===== src/hdl/tdq_ram.sv =====
// Generic single-write, single-read synchronous RAM with registered read data.
// No dependencies.
module tdq_ram #(
  parameter  int WIDTH = 8,
  parameter  int DEPTH = 16,
  localparam int AW    = $clog2(DEPTH)
) (
  input  logic             clk_i,
  input  logic             we_i,
  input  logic [AW-1:0]    waddr_i,
  input  logic [WIDTH-1:0] wdata_i,
  input  logic             re_i,
  input  logic [AW-1:0]    raddr_i,
  output logic [WIDTH-1:0] rdata_o
);

  logic [WIDTH-1:0] mem_q [DEPTH];
  logic [WIDTH-1:0] rdata_q;

  // Write port and registered read port
  always_ff @(posedge clk_i) begin
    if (we_i) begin
      mem_q[waddr_i] <= wdata_i;
    end
    if (re_i) begin
      rdata_q <= mem_q[raddr_i];
    end
  end

  assign rdata_o = rdata_q;

endmodule

===== config.mk =====
export PLATFORM = sky130hd
export DESIGN_NAME = tdq_ram
export DESIGN_NICKNAME = d
export VERILOG_FILES = /design/src/hdl/tdq_ram.sv
export SDC_FILE = /design/constraint.sdc
export NUM_CORES = 1
export LEC_CHECK = 0
export BUFFER_PORTS_ARGS = -buffer_cell sky130_fd_sc_hd__clkbuf_2
export CAP_MARGIN = 25
export CORE_UTILIZATION = 54
export CTS_CLUSTER_DIAMETER = 120
export DETAILED_ROUTE_END_ITERATION = 10
export GPL_TIMING_DRIVEN = 1
export PLACE_DENSITY = 0.78
export SLEW_MARGIN = 20
export SYNTH_ARGS = -nofsm -noshare
export SYNTH_HDL_FRONTEND = slang
export SYNTH_SLANG_ARGS = --single-unit

===== constraint.sdc =====
create_clock -name clk_i -period 1.95 [get_ports clk_i]
set_input_delay 0.39 -clock clk_i [delete_from_list [all_inputs] [get_ports clk_i]]
set_output_delay 0.39 -clock clk_i [all_outputs]
set_load 0.01 [all_outputs]

Word-level counts from Yosys, hierarchy flattened. Memory sizes are Yosys's and may differ from the RTL's. A register that Yosys moved wholly into a read port is not among the register bits. Cells that the tools add are included.

Bits in registers: 0. Bits in writable memories: 128. Output and inout bits: 8. Logic and storage cells: 3. Memories kept: 1.

Memory list: mem_q (depth 16, width 8, read ports 1, clocked after Yosys merged registers in 1, write ports 1, RTL line 17) `logic [WIDTH-1:0] mem_q [DEPTH];`.

Multiplexer cells: 2.

Operator list (count): $mux 1 (2).

Logic depth before layout (Yosys ltp).
Depth in word-level cells: 2. Mapped depth: 5. Depth with buffers taken out: 3.

Worst setup path after synthesis. No wires, ideal clock.

Path kind: input-to-reg. Start point: input waddr_i[2]. End point: memory mem_q[0][0], enable pin. Setup time: 0.383 ns. Arrival time: 1.500 ns. Slack: 0.067 ns. Stages: 2. Path through: or3b_2 -> nor3_1.

RTL lines: start: declaration (RTL line 10) `input logic [AW-1:0] waddr_i,`; end: declaration (RTL line 17).

Straight into the memory's write port.

==> results.py <==
metrics = {
    "run_status": {
        "status": "finished clean",
    },
    "floorplan": {
        "die_area_um2": 10100,
        "die_width_um": 100,
        "die_h_um": 100,
        "rows": 35,
        "core-area_um2": 9330,
        "start_util_pct": 56.0,
        "io_pins": 27,
    },
    "cts": {
        "clkLatencyLatePin_ns": 0.52,
        "htreeDepth": 4,
        "cts_resized": 0,
        "clk_path_buf_depth": 2,
        "post-cts-setup-buffers": 0,
        "cts_tree": "yes",
        "cts_sinks": 136,
        "cts.hold.buffers_added": 0,
        "path_clk_slew_ns": 0.06,
        "cts_made_buffers": 17,
        "cts_root_buf": "clkbuf_8",
    },
    "worst_setup_path": {
        "worstSetupPathType": "reg -> reg",
        "cp-end-kind": "register",
        "crit_chain": "mux4_1, a22oi_1, nand2_1",
        "required_ns": 2.21,
        "crit_family": "multiplexers",
        "r2r_slack_ns": 0.43,
        "r2r-start": "mem_q[1][1]",
        "slowest_stage": "mux4_1",
        "timing.critical_path.buf_inv": 0,
        "r2r_end": "rdata_o[1]",
        "cp.arrival_ns": 1.78,
        "startpoint_type": "register",
        "r2r_cells": 3,
        "crit_fanout": 1,
        "critPathMaxStageDelay_ns": 0.55,
    },
    "detailed_routing": {
        "routed_wl_mm": 9.93,
        "routedWlPerCell_um": 23.0,
        "drtIter0Drc": 128,
        "drc": 0,
        "drt.antenna.violating_nets": 0,
        "drtPass1Iterations": 4,
        "via_per_inst": 5.82,
        "vias": 2507,
    },
    "min_path": {
        "min_path_cells": 1,
        "min_to": "rdata_o[2]",
        "hp-class": "in -> reg",
        "hold_start": "re_i",
    },
    "finish": {
        "final_nets": 308,
        "finalNonFillerCells": 431,
        "postLayoutCellArea_um2": 6210,
        "syn_to_final_growth_pct": 18.8,
        "finish.utilization_pct": 66.6,
        "insertedDiodeCount": 0,
        "drive_gt1_share_pct": 32.1,
    },
    "global_routing": {
        "grt_pass1_wl_mm": 15.4,
        "antenna_found_initial": 0,
        "grt_remaining_overflow": 0,
        "grt_max_degree": 23,
        "grtUsageTotal_pct": 22.6,
        "grt_pass1_vias": 2661,
    },
    "placed_design": {
        "dp_hpwl_mm": 6.40,
        "gp_congestion": 0.816,
        "io_buffers": 26,
        "pre_cts_ws_ns": -0.00730,
        "placedCellCount": 399,
        "place_area_um2": 5660,
    },
    "yosys": {
        "synth.area.top_cells": "edfxtp_1, mux4_2, mux4_1",
        "ys_ff_latch": 136,
        "seq_area_frac_synth_pct": 78.1,
        "syn-mean-instance-area_um2": 22.8,
        "yosysTopAreaCell": "edfxtp_1",
        "syn_nets": 248,
        "synth_top_area_share_pct": 78.1,
        "syn_inst": 229,
        "synth.distinct_cells": 18,
        "syn-cell-area_um2": 5230,
        "yosysWarnings": 0,
    },
    "timing": {
        "tightest_slew_ns": 0.378,
        "rsz0062_at_grt": "false",
        "whs_ns": 0.267,
        "slew_violations": 0,
        "max_freq_ghz": 0.660,
        "period_needed_ns": 1.52,
        "period_share_pct": 77.8,
        "clock_skew_ns": 0.00715,
        "hold_viol": 0,
        "finalSetupViolCount": 0,
        "setup_slack_ns": 0.434,
        "max_slew_margin_pct": 74.8,
    },
    "pwr": {
        "powerDensity_nw_per_um2": 1060,
        "p_leak_nw": 2.12,
        "peakVddDrop_mv": 0.460,
    },
    "job": {
        "maxCapViolations": 0,
    },
}
-- stage by stage --
| stage | setup TNS, ns | total power (W) |
|---|---|---|
| 6_report | 0 | 0.00657 |
| 5_1_grt | 0 | 0.00676 |
| 4_1_cts | 0 | 0.00661 |
| 3_5_place_dp | -0.00855 | 0.00369 |
| 3_3_place_gp | 0 | 0.00367 |
| 2_1_floorplan | 0 | 0.00354 |
-- where the power goes --
| part | switching (W) | internal, W | total [W] |
|---|---|---|---|
| clock network | 0.00114 | 0.00180 | 0.00295 |
| registers | 0.0000181 | 0.00329 | 0.00331 |
| logic | 0.000177 | 0.000137 | 0.000314 |
-- final cells by class --
type | instances | area [µm²]
sequential | 136 | 4080
fill | 568 | 3120
multi-input combinational | 83 | 1060
clock buffer | 19 | 422
timing repair buffer | 51 | 355
tap | 129 | 161
clock inverter | 13 | 130
-- cells in the mapped netlist (all sizes together) --
cell type      count
clkdlybuf4s25      3
nor3               4
nand3b             2
nand2              9
edfxtp           136
mux4              32
and2               1
a22oi             16
nor2b              1
buf                7
nand2b             2
nand3              1
or3b               1
and2b              1
nor2              13
-- how the worst max path moves through the flow --
stage / cells past startpoint / slack, ns / to / from
after global routing: 3 / 0.36 / rdata_o[1] / mem_q[1][1]
after CTS: 3 / 0.42 / rdata_o[1] / mem_q[1][1]
after global placement: 5 / 0.004 / rdata_o[0] / raddr_i[0]
after detailed placement: 5 / -0.007 / rdata_o[1] / raddr_i[0]
after floorplan: 2 / 0.07 / mem_q[0][0] / waddr_i[2]
final: 3 / 0.43 / rdata_o[1] / mem_q[1][1]
-- cells in the final DEF (no fill, tap or decap), drive strengths merged --
master and instances:
bufinv 2, edfxtp 136, buf 25, nand3 1, nor2 13, and2 1
clkinv 7, or3b 1, clkinvlp 3, nor2b 1, mux4 32, a22oi 16
and2b 1, clkbuf 45, nand2b 2, nand2 9, nand3b 2, nor3 4
inv 1
-- routing by layer --
layer / vias up / GRT usage (%) / part of all wire, %
met3: 12 / 5.36 / 4.8
li1: 1104 / - / -
met2: 90 / 36.7 / 52
met5: - / 0 / 0
met1: 1301 / 29.3 / 41
met4: 0 / 10.1 / 1.7
-- cells by family (layout without fill, tap and decap cells) --
group	count (synthesis)	count (layout)	share of synthesized area (%)
AOI/OAI and AO/OA	16	16	2.30
DFF	136	136	78.1
buffers and inverters	10	83	1.65
and+or+nand+nor	35	35	3.14
muxes	32	32	14.8
-- registers in the layout (all words and copies together), names as in the netlist --
register  cells
mem_q       128
rdata_o       8
Note: power is estimated with default switching activity, not from simulation.
